===== config.mk =====
export PLATFORM = sky130hd
export DESIGN_NAME = calendar_date_stepper_top
export DESIGN_NICKNAME = d
export VERILOG_FILES = /design/src/cds_pkg.sv /design/src/calendar_date_stepper_top.sv /design/src/cds_mod400.sv /design/src/cds_step.sv
export SDC_FILE = /design/constraint.sdc
export NUM_CORES = 1
export LEC_CHECK = 0
export BUFFER_PORTS_ARGS = -buffer_cell sky130_fd_sc_hd__buf_2
export CORE_UTILIZATION = 54
export CTS_CLUSTER_DIAMETER = 30
export DETAILED_ROUTE_END_ITERATION = 10
export HOLD_SLACK_MARGIN = 0.02
export PLACE_DENSITY = 0.69
export SYNTH_ARGS = -nofsm -noshare
export SYNTH_HDL_FRONTEND = slang
export SYNTH_HIERARCHICAL = 1
export SYNTH_SLANG_ARGS = --single-unit

===== constraint.sdc =====
create_clock -name i_clk -period 10.2 [get_ports i_clk]
set_input_delay 3.06 -clock i_clk [delete_from_list [all_inputs] [get_ports i_clk]]
set_output_delay 3.06 -clock i_clk [all_outputs]
set_load 0.1 [all_outputs]

===== src/cds_pkg.sv =====
// shared types, constants and calendar functions for the date stepper
package cds_pkg;

    typedef enum logic [1:0] {
        ACT_LOAD  = 2'd0,
        ACT_DAYS  = 2'd1,
        ACT_MONTH = 2'd2,
        ACT_YEAR  = 2'd3
    } t_action;

    // date fields plus the year's residue modulo 400
    typedef struct packed {
        logic [4:0] day;
        logic [3:0] month;
        logic [8:0] mod400;
    } t_date;

    localparam int unsigned MOD_YEARS    = 400;
    // ceil(2^25 / 400), floor(y * RECIP_400 >> RECIP_SHIFT) is y / 400 for any 16-bit y
    localparam logic [16:0] RECIP_400    = 17'd83887;
    localparam int unsigned RECIP_SHIFT  = 25;
    localparam int unsigned YEAR_RST     = 1970;
    localparam logic [8:0]  MOD_RST      = 9'd370;
    localparam logic [4:0]  DAY_FIRST    = 5'd1;
    localparam logic [4:0]  DAY_LEAP     = 5'd29;
    localparam logic [4:0]  DAY_FEB_LAST = 5'd28;
    localparam logic [3:0]  MONTH_JAN    = 4'd1;
    localparam logic [3:0]  MONTH_FEB    = 4'd2;
    localparam logic [3:0]  MONTH_DEC    = 4'd12;

    function automatic logic is_leap(input logic [8:0] res, input logic [1:0] lsb);
        logic century;
        century = (res == 9'd100) || (res == 9'd200) || (res == 9'd300);
        return (res == 9'd0) || ((lsb == 2'd0) && !century);
    endfunction

    // zero for a month code outside 1 to 12
    function automatic logic [4:0] month_len(input logic [3:0] m, input logic leap);
        logic [4:0] len;
        unique case (m)
            4'd1, 4'd3, 4'd5, 4'd7, 4'd8, 4'd10, 4'd12: len = 5'd31;
            4'd4, 4'd6, 4'd9, 4'd11:                     len = 5'd30;
            4'd2:                                        len = leap ? 5'd29 : 5'd28;
            default:                                     len = 5'd0;
        endcase
        return len;
    endfunction

endpackage


===== src/calendar_date_stepper_top.sv =====
// top level of the gregorian date stepper: sequencer, date registers, result strobe
// month and year steps: o_valid in the cycle after the accept, busy stays low, one word a cycle
// add days: one shared step per day in ST_COUNT, busy meanwhile, o_valid with the last step;
//   a zero count gives o_valid in the cycle after the accept; a new word may start in the strobe cycle
// load: reciprocal multiply, multiply back, then the date check, each step registered
// synchronous reset gives 1.1.1970 with the error flag clear; the receiver cannot stall
module calendar_date_stepper_top #(
    parameter int unsigned YEAR_WIDTH = 16
) (
    input  logic        i_clk,
    input  logic        i_rst_n,
    input  logic        start,
    output logic        busy,
    input  logic [1:0]  i_action,
    input  logic [5:0]  i_new_day,
    input  logic [3:0]  i_new_month,
    input  logic [15:0] i_new_year,
    input  logic [15:0] i_day_count,
    output logic        o_valid,
    output logic [4:0]  o_cur_day,
    output logic [3:0]  o_cur_month,
    output logic [15:0] o_cur_year,
    output logic        o_load_error
);
    import cds_pkg::*;

    // bits of the loaded year that survive the year width
    localparam int unsigned LW = (YEAR_WIDTH < 16) ? YEAR_WIDTH : 16;

    typedef enum logic [2:0] {
        ST_IDLE   = 3'b001,
        ST_REDUCE = 3'b010,
        ST_COUNT  = 3'b100
    } t_state;

    t_state                r_state, n_state;
    t_date                 r_date, n_date;
    logic [YEAR_WIDTH-1:0] r_year, n_year;
    logic                  r_err, n_err;
    logic                  r_valid, n_valid;
    logic [15:0]           r_cnt, n_cnt;

    // captured load word
    logic [5:0]            r_nd;
    logic [3:0]            r_nm;
    logic [YEAR_WIDTH-1:0] r_ny;

    logic                  w_accept;
    logic                  w_rstart;
    logic                  w_rdone;
    logic [8:0]            w_rem;
    t_action               w_op;
    t_date                 w_sdate;
    logic [YEAR_WIDTH-1:0] w_syear;
    logic                  w_ld_leap;
    logic [4:0]            w_ld_len;
    logic                  w_ld_ok;

    assign w_accept = start && (r_state == ST_IDLE);
    assign busy     = (r_state != ST_IDLE);

    // the step unit counts days while in ST_COUNT, otherwise serves the incoming word
    assign w_op = (r_state == ST_COUNT) ? ACT_DAYS : t_action'(i_action);

    cds_step #(
        .YEAR_WIDTH(YEAR_WIDTH)
    ) u_step (
        .i_op   (w_op),
        .i_date (r_date),
        .i_year (r_year),
        .o_date (w_sdate),
        .o_year (w_syear)
    );

    cds_mod400 u_mod400 (
        .i_clk   (i_clk),
        .i_rst_n (i_rst_n),
        .i_start (w_rstart),
        .i_value (16'(i_new_year[LW-1:0])),
        .o_done  (w_rdone),
        .o_rem   (w_rem)
    );

    // load check once the residue of the loaded year is known
    always_comb begin
        w_ld_leap = is_leap(w_rem, r_ny[1:0]);
        w_ld_len  = month_len(r_nm, w_ld_leap);
        w_ld_ok   = (w_ld_len != 5'd0) && (r_nd != 6'd0) && (r_nd <= {1'b0, w_ld_len});
    end

    always_comb begin
        n_state  = r_state;
        n_date   = r_date;
        n_year   = r_year;
        n_err    = r_err;
        n_cnt    = r_cnt;
        n_valid  = 1'b0;
        w_rstart = 1'b0;
        unique case (r_state)
            ST_IDLE: begin
                if (start) begin
                    unique case (t_action'(i_action))
                        ACT_LOAD: begin
                            w_rstart = 1'b1;
                            n_state  = ST_REDUCE;
                        end
                        ACT_DAYS: begin
                            if (i_day_count == 16'd0) begin
                                n_valid = 1'b1;
                            end else begin
                                n_cnt   = i_day_count;
                                n_state = ST_COUNT;
                            end
                        end
                        ACT_MONTH, ACT_YEAR: begin
                            n_date  = w_sdate;
                            n_year  = w_syear;
                            n_valid = 1'b1;
                        end
                        default: begin
                            n_state = ST_IDLE;
                        end
                    endcase
                end
            end
            ST_REDUCE: begin
                if (w_rdone) begin
                    if (w_ld_ok) begin
                        n_date.day    = r_nd[4:0];
                        n_date.month  = r_nm;
                        n_date.mod400 = w_rem;
                        n_year        = r_ny;
                        n_err         = 1'b0;
                    end else begin
                        // invalid date falls back to the epoch
                        n_date.day    = DAY_FIRST;
                        n_date.month  = MONTH_JAN;
                        n_date.mod400 = MOD_RST;
                        n_year        = YEAR_WIDTH'(YEAR_RST);
                        n_err         = 1'b1;
                    end
                    n_valid = 1'b1;
                    n_state = ST_IDLE;
                end
            end
            ST_COUNT: begin
                n_date = w_sdate;
                n_year = w_syear;
                n_cnt  = r_cnt - 1'b1;
                if (r_cnt == 16'd1) begin
                    n_valid = 1'b1;
                    n_state = ST_IDLE;
                end
            end
            default: begin
                n_state = ST_IDLE;
            end
        endcase
    end

    always_ff @(posedge i_clk) begin
        if (!i_rst_n) begin
            r_state       <= ST_IDLE;
            r_date.day    <= DAY_FIRST;
            r_date.month  <= MONTH_JAN;
            r_date.mod400 <= MOD_RST;
            r_year        <= YEAR_WIDTH'(YEAR_RST);
            r_err         <= 1'b0;
            r_valid       <= 1'b0;
            r_cnt         <= '0;
        end else begin
            r_state <= n_state;
            r_date  <= n_date;
            r_year  <= n_year;
            r_err   <= n_err;
            r_valid <= n_valid;
            r_cnt   <= n_cnt;
        end
    end

    // load word held for the check at the end of the reduction
    always_ff @(posedge i_clk) begin
        if (w_accept) begin
            r_nd <= i_new_day;
            r_nm <= i_new_month;
            r_ny <= YEAR_WIDTH'(i_new_year[LW-1:0]);
        end
    end

    // results read straight from the date registers
    assign o_valid      = r_valid;
    assign o_cur_day    = r_date.day;
    assign o_cur_month  = r_date.month;
    assign o_cur_year   = 16'(r_year[LW-1:0]);
    assign o_load_error = r_err;

endmodule


===== src/cds_mod400.sv =====
// remainder of a loaded year modulo 400: reciprocal multiply, then multiply back and subtract
module cds_mod400 (
    input  logic        i_clk,
    input  logic        i_rst_n,
    input  logic        i_start,
    input  logic [15:0] i_value,
    output logic        o_done,
    output logic [8:0]  o_rem
);
    import cds_pkg::*;

    logic        r_stage;
    logic        r_done;
    logic [15:0] r_val;
    logic [7:0]  r_quo;
    logic [8:0]  r_rem;
    logic [32:0] w_prod;
    logic [15:0] w_back;
    logic [15:0] w_diff;

    // quotient by 400, at most 163 for a 16-bit value
    assign w_prod = 33'(i_value) * 33'(RECIP_400);
    assign w_back = 16'(r_quo) * 16'(MOD_YEARS);
    assign w_diff = r_val - w_back;

    always_ff @(posedge i_clk) begin
        if (!i_rst_n) begin
            r_stage <= 1'b0;
            r_done  <= 1'b0;
        end else begin
            r_stage <= i_start;
            r_done  <= r_stage;
        end
    end

    always_ff @(posedge i_clk) begin
        if (i_start) begin
            r_val <= i_value;
            r_quo <= w_prod[RECIP_SHIFT +: 8];
        end
        if (r_stage) begin
            r_rem <= w_diff[8:0];
        end
    end

    assign o_done = r_done;
    assign o_rem  = r_rem;

endmodule


===== src/cds_step.sv =====
// one calendar step: next day, next month or next year
module cds_step #(
    parameter int unsigned YEAR_WIDTH = 16
) (
    input  cds_pkg::t_action        i_op,
    input  cds_pkg::t_date          i_date,
    input  logic [YEAR_WIDTH-1:0]   i_year,
    output cds_pkg::t_date          o_date,
    output logic [YEAR_WIDTH-1:0]   o_year
);
    import cds_pkg::*;

    logic                  w_leap;
    logic [4:0]            w_len;
    logic [4:0]            w_len_next;
    logic [3:0]            w_month_inc;
    logic [YEAR_WIDTH-1:0] w_year_inc;
    logic [8:0]            w_mod_inc;

    always_comb begin
        w_leap      = is_leap(i_date.mod400, i_year[1:0]);
        w_len       = month_len(i_date.month, w_leap);
        w_month_inc = i_date.month + 1'b1;
        w_len_next  = month_len(w_month_inc, w_leap);
        w_year_inc  = i_year + 1'b1;
        // the residue restarts after 399 and on a wrap to year 0
        if (&i_year || (i_date.mod400 == 9'(MOD_YEARS - 1))) begin
            w_mod_inc = '0;
        end else begin
            w_mod_inc = i_date.mod400 + 1'b1;
        end

        o_date = i_date;
        o_year = i_year;
        unique case (i_op)
            ACT_LOAD: begin
                o_date = i_date;
            end
            ACT_DAYS: begin
                if (i_date.day >= w_len) begin
                    o_date.day = DAY_FIRST;
                    if (i_date.month == MONTH_DEC) begin
                        o_date.month  = MONTH_JAN;
                        o_date.mod400 = w_mod_inc;
                        o_year        = w_year_inc;
                    end else begin
                        o_date.month = w_month_inc;
                    end
                end else begin
                    o_date.day = i_date.day + 1'b1;
                end
            end
            ACT_MONTH: begin
                if (i_date.month == MONTH_DEC) begin
                    // january is long enough for any day
                    o_date.month  = MONTH_JAN;
                    o_date.mod400 = w_mod_inc;
                    o_year        = w_year_inc;
                end else begin
                    o_date.month = w_month_inc;
                    if (i_date.day > w_len_next) begin
                        o_date.day = w_len_next;
                    end
                end
            end
            ACT_YEAR: begin
                if ((i_date.day == DAY_LEAP) && (i_date.month == MONTH_FEB)) begin
                    o_date.day = DAY_FEB_LAST;
                end
                o_date.mod400 = w_mod_inc;
                o_year        = w_year_inc;
            end
            default: begin
                o_date = i_date;
            end
        endcase
    end

endmodule

==> summary.md, run 1 <==
| Metric | Value |
|---|---|
| Placeable Area | 21800 sq um |
| Overall routing resource usage | 0.273 |
| Min-Delay Path Class | flip-flop to flip-flop |
| Commonest cells post-synth | 205 x inv_1, 157 x ha_1, 108 x nand2_1 |
| Ys Warns | 6 |
| Internal power | 0.00138 W |
| Hold Slack | 0.423 ns |
| Placer Congestion | 0.919 |
| Fill count | 1971 |
| First-pass GRT wire length | 48.3 mm |
| Total wire length | 29.9 mm |
| Fin Clk Skew | 0.0146 ns |
| Ranking of synthesized cells by area | ha_1 16%, fa_1 16%, edfxtp_1 12%, dfxtp_1 9.5%, inv_1 6.4% |
| Clock slew at reported path FFs | 0.08 ns |
| Final Hold Viols | 0 |
| Die height | 151 microns |
| RSZ-0062 raised after global routing | false |
| HPWL after detailed placement | 23.4 mm |
| Slew Limit Fails | 0 |
| Cell taking the most area after synthesis | ha_1 |
| CTS tree | built |
| Switch Pwr | 0.00114 W |
| Most frequent cell after synthesis | inv_1 |
| Sw frac | 0.452 |
| Mean area per synthesized cell | 9.15 sq um |
| CTS Buf Count | 9 |
| Worst slew margin | 0.285 |
| Slew @ Worst Pin | 1.07 ns |
| Multi-input logic area | 8280 sq um |
| Setup Fix Bufs, Post-CTS | 0 |
| Yosys reg bits | 106 |
| Starting DRT DRC Count | 712 |
| Ant. Diodes | 0 |
| Post-synthesis net count | 1614 |
| Hold Buf Count CTS | 0 |
| Die area | 22800 sq um |
| Share of layout cells above drive strength 1 | 0.109 |
| Vias in the first global route | 9396 |
| Die W | 151 microns |
| Overall power | 0.00252 W |
| Sequential cell area fraction in the yosys report | 0.217 |
| Critical Path AT | 8.16 ns |
| Initial antenna violation count | 0 |
| Yosys cell types | 111 |
| CTS Root Buffer Type | clkbuf_16 |
| Via/cell ratio | 5.95 |
| Max frequency | 124 MHz |
| Setup violators final | 0 |
| Post-Synthesis Cells | 1313 |
| Tcrit/Tclk final | 0.792 |
| Synthesized area | 12000 sq um |
| Routed len/inst | 18.4 microns |
| Syn-to-layout area delta | 6.08% |
| Tmin final | 8.08 ns |
| Critical Path Source Type | input port |
| Total negative setup slack | 0 ns |
| Crit Path Class | input port to flip-flop |
| Initial Util | 0.551 |
| Site row count | 54 |
| H-Tree Depth | 3 |
| Fin nets | 1640 |
| Register share of total power | 0.206 |
| Clock share of power | 0.144 |
| Outcome | completed |
| Sequential cell area | 2610 sq um |
| IO Count | 75 |
| Largest net degree at the start of global routing | 49 |
| Share of flip-flops with an asynchronous set or reset | 0 |
| Maximum Capacitance Violations | 0 |
| Cts repair resizes | 0 |
| Gr ovfl total | 0 |
| Kind of end point of the critical path | flip-flop |
| CP required | 10.28 ns |
| Synth top area share | 0.164 |
| CTS Buffer Depth | 2 |
| Number of synthesized flops with an enable pin | 49 |
| Crit Path Max Fanout | 6 |
| Port bufs | 74 |
| DRC viols | 0 |
| Most common flop cell mapped by yosys | dfxtp_1 |
| Gate power share | 0.649 |
| Final ANT Viol Nets | 0 |
| Maximum VDD drop | 0.216 mV |
| Clk Latency, worst-skew pair | 0.37 ns |
| # clock sinks | 106 |
| Leak pwr | 5.89 nW |
| PD cells | 198 nW/um^2 |
| Initial DRT Pass Iterations | 5 |
| Total number of vias | 9656 |
## area by class of cell
| class | count | share of cell area |
|---|---|---|
| well taps | 280 | 0.0275 |
| clock inverters | 7 | 0.00697 |
| clock buffers | 9 | 0.0177 |
| repair buffers | 78 | 0.0314 |
| flip-flops and latches | 106 | 0.205 |
| multi-input cells | 936 | 0.650 |
| inverters | 208 | 0.0617 |
## state kept, by name, indices dropped and copies added (netlist names)
register	count
o_cur_year	16
r_cnt	16
r_ny	16
r_date	9
u_mod400/o_rem	9
u_mod400/r_val	9
r_nd	6
o_cur_day	5
u_mod400/r_quo	5
o_cur_month	4
r_nm	4
r_state	3
o_load_error	1
o_valid	1
u_mod400/o_done	1
u_mod400/r_stage	1
## metrics by stage
stage	util	worst slack, ns	cells	cell area (sq um)
2_1_floorplan	-	2.20	1313	12000
3_3_place_gp	0.570	1.86	1608	12400
6_report	0.584	2.12	1624	12700
3_5_place_dp	0.570	1.77	1608	12400
4_1_cts	0.584	2.14	1624	12700
5_1_grt	0.584	1.86	1624	12700
## kinds of logic after synthesis
group           after synthesis  share of synthesized area
compound gates              288                      0.176
xor+xnor                     20                     0.0158
fa+ha+maj                   254                      0.325
buf+inv                     271                     0.0939
flops                       106                      0.217
mux                           6                    0.00531
simple gates                368                      0.166
## path summary, 6_finish.rpt
path,depth (start not counted),slack [ns],end,start
setup / recovery,19,2.12,u_mod400/r_quo[4]$_DFFE_PP_,i_new_year[13]
hold / removal,0,0.42,u_mod400/o_rem[0]$_DFFE_PP_,u_mod400/r_val[0]$_DFFE_PP_
setup reg to reg,14,5.92,r_date[6]$_SDFFE_PN1P_,o_cur_month[0]$_SDFFE_PN1P_
hold reg to reg,0,0.42,u_mod400/o_rem[0]$_DFFE_PP_,u_mod400/r_val[0]$_DFFE_PP_
## power by group through the flow
stage	sequential, W	combinational (W)	clock [W]
3_3_place_gp	0.000529	0.00156	0
2_1_floorplan	0.000529	0.00123	0
4_1_cts	0.000520	0.00165	0.000369
5_1_grt	0.000524	0.00191	0.000386
6_report	0.000520	0.00164	0.000364
3_5_place_dp	0.000530	0.00162	0
## layer usage
layer | up-vias | GRT usage | share of wire
li1 | 4705 | - | -
met1 | 4656 | 0.367 | 0.45
met2 | 251 | 0.465 | 0.50
met3 | 44 | 0.0271 | 0.036
met4 | 0 | 0.0805 | 0.022
met5 | - | 0 | 0
## layout by cell type (no fill, tap or decap), types with 15 or more instances in the layout
master / Yosys / final
nand2_1: 108 / 108
nand3_1: 54 / 54
dfxtp_1: 57 / 57
buf_2: 19 / 74
a31oi_1: 19 / 19
nand4_1: 16 / 16
a2bb2oi_1: 16 / 16
o21ai_0: 62 / 62
nor2_1: 48 / 48
nor4_1: 16 / 16
inv_1: 205 / 205
or3_1: 17 / 17
fa_1: 97 / 97
a22o_1: 19 / 19
a21oi_1: 47 / 46
ha_1: 157 / 157
nor3_1: 16 / 15
edfxtp_1: 49 / 49
## critical path: stages
cell      delay [ns]
buf_2           0.16
inv_1           0.08
fa_1            0.60
fa_1            0.59
inv_1           0.06
fa_1            0.50
fa_1            0.52
fa_1            0.54
inv_1           0.05
fa_1            0.54
inv_1           0.04
ha_1            0.28
nand2_1         0.07
o21ai_0         0.11
a311oi_2        0.30
and3b_2         0.25
a21oi_1         0.07
a31oi_1         0.16
o311ai_0        0.15
No activity file was read; power rests on OpenSTA's default activity.
==> inputs of run 2 (changes only) <==
--- a/config.mk
+++ b/config.mk
@@ -10,7 +10,7 @@
 export CTS_CLUSTER_DIAMETER = 30
 export DETAILED_ROUTE_END_ITERATION = 10
 export HOLD_SLACK_MARGIN = 0.02
-export PLACE_DENSITY = 0.69
+export PLACE_DENSITY = 0.72
 export SYNTH_ARGS = -nofsm -noshare
 export SYNTH_HDL_FRONTEND = slang
 export SYNTH_HIERARCHICAL = 1
==> constraint.sdc (replaced) <==
create_clock -name i_clk -period 7.08 [get_ports i_clk]
set_input_delay 2.124 -clock i_clk [delete_from_list [all_inputs] [get_ports i_clk]]
set_output_delay 2.124 -clock i_clk [all_outputs]
set_load 0.1 [all_outputs]
==> run 2 against run 1 <==
Effect of this change:
- critical path depth unchanged
- power increased by 52%
- die area unchanged
- sequential power increased by 44%
- setup slack got worse by 1.9 ns
- utilization increased by 2.1 points
- register-to-register slack got worse by 3.1 ns
- routed wire length decreased by 1.8%
- critical path type unchanged
- largest cell class unchanged
- largest power group unchanged
==> summary.md, run 2 (synthesis gave the netlist of run 1 again) <==
| Metric | Value |
|---|---|
| Syn-to-layout area delta | 9.90% |
| CP most frequent cell | fa_1 |
| Die height | 151 microns |
| Switch Pwr | 0.00167 W |
| Met1 WL | 13.0 mm |
| Final Hold Viols | 0 |
| CTS Root Buffer Type | clkbuf_16 |
| Clk Latency, worst-skew pair | 0.35 ns |
| Crit Path Max Fanout | 3 |
| CTS Buf Count | 9 |
| Overall routing resource usage | 0.263 |
| Hold Slack | 0.419 ns |
| Max frequency | 145 MHz |
| CP required | 7.17 ns |
| Routed len/inst | 17.4 microns |
| Most common cell after layout, fill and taps aside | inv_1 |
| Maximum VDD drop | 0.305 mV |
| Gr ovfl total | 0 |
| Internal power | 0.00216 W |
| Met3 routed WL | 1.21 mm |
| WL met2 | 14.7 mm |
| CP Cell Sequence | buf_2 -> inv_1 -> fa_1 -> fa_1 -> inv_1 -> fa_1 -> fa_1 -> fa_1 -> inv_1 -> fa_1 -> inv_1 -> ha_1 -> nand2_1 -> o21ai_1 -> a311oi_2 -> and3b_2 -> a21o_4 -> nor2b_4 -> xnor2_2 |
| Via/cell ratio | 5.89 |
| Crit Path Class | input port to flip-flop |
| Critical Path Source Type | input port |
| Initial antenna violation count | 0 |
| Port bufs | 74 |
| Clock share of power | 0.133 |
| Most frequent cells in the layout | 205 x inv_1, 157 x ha_1, 108 x nand2_1 |
| Leak pwr | 6.18 nW |
| # clock sinks | 106 |
| Final core occ | 0.605 |
| PD cells | 290 nW/um^2 |
| Fin Clk Skew | 0.0111 ns |
| Starting DRT DRC Count | 553 |
| Fin area | 13200 sq um |
| Sw frac | 0.435 |
| Outcome | completed |
| H-Tree Depth | 3 |
| Setup violators final | 0 |
| IO Count | 75 |
| Placer Congestion | 0.924 |
| Initial DRT Pass Iterations | 5 |
| CTS Buffer Depth | 2 |
| Die area | 22800 sq um |
| Vias in the first global route | 9387 |
| Slowest cell on crit path | fa_1 |
| Total number of vias | 9906 |
| Final ANT Viol Nets | 0 |
| Largest net degree at the start of global routing | 49 |
| Initial Util | 0.551 |
| Tmin final | 6.89 ns |
| Min-Delay Path Class | flip-flop to flip-flop |
| HPWL after detailed placement | 23.5 mm |
| Fin nets | 1699 |
| Worst path bufs/invs | 5 |
| Hold Buf Count CTS | 0 |
| Placeable Area | 21800 sq um |
| Share of layout cells above drive strength 1 | 0.148 |
| First-pass GRT wire length | 47.3 mm |
| Register share of total power | 0.195 |
| Maximum Capacitance Violations | 0 |
| Clock slew at reported path FFs | 0.07 ns |
| Slowest cell delay on critical path | 0.55 ns |
| Die W | 151 microns |
| Gate power share | 0.672 |
| DRC viols | 0 |
| Top routing layer in use | met4 |
| Slew Limit Fails | 0 |
| Worst slew margin | 0.191 |
| Kind of end point of the critical path | flip-flop |
| Crit-path leading delay family | adder cells |
| Total wire length | 29.4 mm |
| Site row count | 54 |
| Critical Path AT | 6.98 ns |
| Post-Place Cell Area | 12900 sq um |
| Tcrit/Tclk final | 0.973 |
| Slew @ Worst Pin | 1.21 ns |
| Ant. Diodes | 0 |
| CTS tree | built |
run 2: cell count changes in the layout (fill, tap and decap cells not counted), sizes merged:
cell	delta
inv	+1
bufinv	+1
clkinv	-2
buf	+59
run 2: worst reg2reg max path, delay by kind of cell (launching register included):
kind | cells | cell delay, ns
flops | 1 | 0.66
buf+inv | 1 | 0.19
compound gates | 9 | 2.13
fa+ha+maj | 2 | 0.56
simple gates | 2 | 0.63
run 2: layout make-up:
class | instances | area [sq um]
Tap cell | 280 | 350
Inverter | 208 | 786
Timing Repair Buffer | 137 | 843
Sequential cell | 106 | 2610
Clock inverter | 7 | 82.6
Fill cell | 1912 | 8620
Clock buffer | 9 | 225
Multi-Input combinational cell | 936 | 8300
run 2: timing repair:
item,CTS,global route
resized for setup,0,7
buffers inserted,0,2
setup endpoints to repair,0,5
run 2: through the flow:
step	setup WS, ns	cells	total power, W	setup TNS [ns]
floorplan	0.0118	1313	0.00254	0
finish	0.188	1683	0.00383	0
global placement	-0.194	1665	0.00315	-0.558
global route	-0.00766	1683	0.00423	-0.00766
detailed placement	-0.257	1665	0.00326	-1.01
CTS	0.0933	1681	0.00380	0
run 2: final timing paths:
check / startpoint / endpoint / slack [ns] / cells after the start
worst min-delay path: u_mod400/r_val[3]$_DFFE_PP_ / u_mod400/o_rem[3]$_DFFE_PP_ / 0.42 / 0
worst max register to register: o_cur_month[0]$_SDFFE_PN1P_ / r_date[6]$_SDFFE_PN1P_ / 2.82 / 14
worst min register to register: u_mod400/r_val[3]$_DFFE_PP_ / u_mod400/o_rem[3]$_DFFE_PP_ / 0.42 / 0
worst max-delay path: i_new_year[13] / u_mod400/r_quo[2]$_DFFE_PP_ / 0.19 / 19
run 2: layer usage:
metal / vias up / track usage
li1: 4807 / -
met1: 4835 / 0.352
met2: 233 / 0.462
met3: 31 / 0.0217
met4: 0 / 0.0570
met5: - / 0
run 2: power groups by stage:
stage,clock (W),combinational [W],sequential [W]
2_1_floorplan,0,0.00178,0.000762
3_3_place_gp,0,0.00239,0.000759
3_5_place_dp,0,0.00250,0.000760
4_1_cts,0.000517,0.00254,0.000746
5_1_grt,0.000538,0.00295,0.000751
6_report,0.000510,0.00257,0.000747
==> inputs of run 3 (changes only) <==
--- a/config.mk
+++ b/config.mk
@@ -11,6 +11,7 @@
 export DETAILED_ROUTE_END_ITERATION = 10
 export HOLD_SLACK_MARGIN = 0.02
 export PLACE_DENSITY = 0.72
+export REMOVE_ABC_BUFFERS = 1
 export SYNTH_ARGS = -nofsm -noshare
 export SYNTH_HDL_FRONTEND = slang
 export SYNTH_HIERARCHICAL = 1
==> run 3 against run 2 <==
Effect of this change:
- power decreased by 2.8%
- final cell count decreased by 0.18%
- sequential cell count unchanged
- via count increased by 0.45%
- utilization decreased by 0.38 points
- clock power decreased by 10%
- die area unchanged
- first-iteration DRC count increased by 15%
- critical path depth unchanged
- sequential power about the same
- setup slack got worse by 0.026 ns
==> summary.md, run 3 (synthesis gave the netlist of run 1 again) <==
| Metric | Value |
|---|---|
| Slew @ Worst Pin | 1.18 ns |
| Leak pwr | 6.14 nW |
| Starting DRT DRC Count | 638 |
| Initial Util | 0.551 |
| Die W | 151 microns |
| Worst reg-to-reg setup slack | 2.76 ns |
| Fin area | 13100 sq um |
| Clk Latency, worst-skew pair | 0.35 ns |
| Overall routing resource usage | 0.267 |
| Kind of end point of the critical path | flip-flop |
| CTS tree | built |
| Total number of vias | 9951 |
| Outcome | completed |
| HPWL after detailed placement | 23.0 mm |
| Via/cell ratio | 5.92 |
| Placeable Area | 21800 sq um |
| Min-Delay Path Class | flip-flop to flip-flop |
| Port bufs | 74 |
| Placer Congestion | 0.950 |
| Worst slew margin | 0.211 |
| Site row count | 54 |
| CP Cell Sequence | buf_2 -> fa_1 -> inv_1 -> fa_1 -> inv_1 -> fa_1 -> fa_1 -> fa_1 -> inv_1 -> fa_1 -> inv_1 -> ha_1 -> a21oi_1 -> o21ai_2 -> a311oi_2 -> and3b_2 -> a21oi_1 -> a31oi_1 -> o311ai_1 |
| H-Tree Depth | 3 |
| Max frequency | 145 MHz |
| CTS Buffer Depth | 2 |
| Setup Fix Bufs, Post-CTS | 0 |
| Maximum VDD drop | 0.342 mV |
| Cts repair resizes | 0 |
| Hold Buf Count CTS | 0 |
| # clock sinks | 106 |
| Setup violators final | 0 |
| Maximum Capacitance Violations | 0 |
| IO Count | 75 |
| Die area | 22800 sq um |
| Gr ovfl total | 0 |
| Overall power | 0.00372 W |
| Fin nets | 1696 |
| RSZ-0062 raised after global routing | false |
| Critical Path AT | 7.00 ns |
| CTS Root Buffer Type | clkbuf_16 |
| Most common cell after layout, fill and taps aside | inv_1 |
| Hold Slack | 0.413 ns |
| Tcrit/Tclk final | 0.977 |
| Slowest cell delay on critical path | 0.56 ns |
| Total wire length | 29.5 mm |
| Syn-to-layout area delta | 9.22% |
| Vias in the first global route | 9586 |
| Crit Path Max Fanout | 5 |
| CP required | 7.16 ns |
| Slew Limit Fails | 0 |
| Slowest cell on crit path | fa_1 |
| Initial DRT Pass Iterations | 5 |
| DRC viols | 0 |
| Most frequent cells in the layout | 205 x inv_1, 157 x ha_1, 108 x nand2_1 |
| Largest net degree at the start of global routing | 49 |
| Die height | 151 microns |
| Initial antenna violation count | 0 |
| First-pass GRT wire length | 47.8 mm |
| Total negative setup slack | 0 ns |
| Ant. Diodes | 0 |
| Share of layout cells above drive strength 1 | 0.145 |
| Clock slew at reported path FFs | 0.07 ns |
| Worst Slack Setup Final | 0.162 ns |
| WL met2 | 14.5 mm |
| Top routing layer in use | met4 |
| Fin Clk Skew | 0.0119 ns |
| Fill count | 1867 |
| CTS Buf Count | 9 |
| Pre-CTS WS | -0.283 ns |
| Critical Path Source Type | input port |
| Final Hold Viols | 0 |
| Final ANT Viol Nets | 0 |
| PD cells | 284 nW/um^2 |
| Met3 routed WL | 1.06 mm |
| Routed len/inst | 17.6 microns |
| Met1 WL | 13.3 mm |
| Tmin final | 6.92 ns |
| Post-Place Cell Area | 12900 sq um |
| CP most frequent cell | fa_1 |
| Crit Path Class | input port to flip-flop |
## run 3: changes by cell type in the layout (fill, tap and decap cells not counted), sizes merged
cell and change:
buf -3, clkinv +2, clkbuf +2, bufinv -1, inv -3
## run 3: metal layers
metal	vias up	GRT usage
li1	4803	-
met1	4839	0.354
met2	265	0.461
met3	44	0.0268
met4	0	0.0810
met5	-	0
## run 3: power breakdown
group | internal [W] | switching (W)
clock network | 0.000239 | 0.000219
registers | 0.000706 | 0.0000411
logic | 0.00113 | 0.00139
total | 0.00207 | 0.00165
## run 3: path summary, 6_finish.rpt
path,start,to,cells after the start
setup / recovery,i_new_year[4],u_mod400/r_quo[4]$_DFFE_PP_,19
hold / removal,u_mod400/r_val[1]$_DFFE_PP_,u_mod400/o_rem[1]$_DFFE_PP_,0
setup reg to reg,o_cur_month[0]$_SDFFE_PN1P_,r_date[5]$_SDFFE_PN1P_,14
hold reg to reg,u_mod400/r_val[1]$_DFFE_PP_,u_mod400/o_rem[1]$_DFFE_PP_,0
## run 3: worst max-delay path: cells and delay by family
family | cells | cell delay [ns]
buf+inv | 5 | 0.38
compound gates | 6 | 0.89
simple gates | 1 | 0.26
fa+ha+maj | 7 | 3.32
## run 3: through the flow
step	utilization	cells
detailed placement	0.589	1664
global placement	0.589	1664
CTS	0.601	1680
global route	0.601	1680
floorplan	-	1250
finish	0.601	1680
## run 3: area by class of cell
class                   count  area [sq um]  area share
clock buffers              11           233      0.0177
clock inverters             5          30.0     0.00229
inverters                 208           786      0.0599
multi-input cells         936          8290       0.632
flip-flops and latches    106          2610       0.199
well taps                 280           350      0.0267
repair buffers            134           821      0.0626
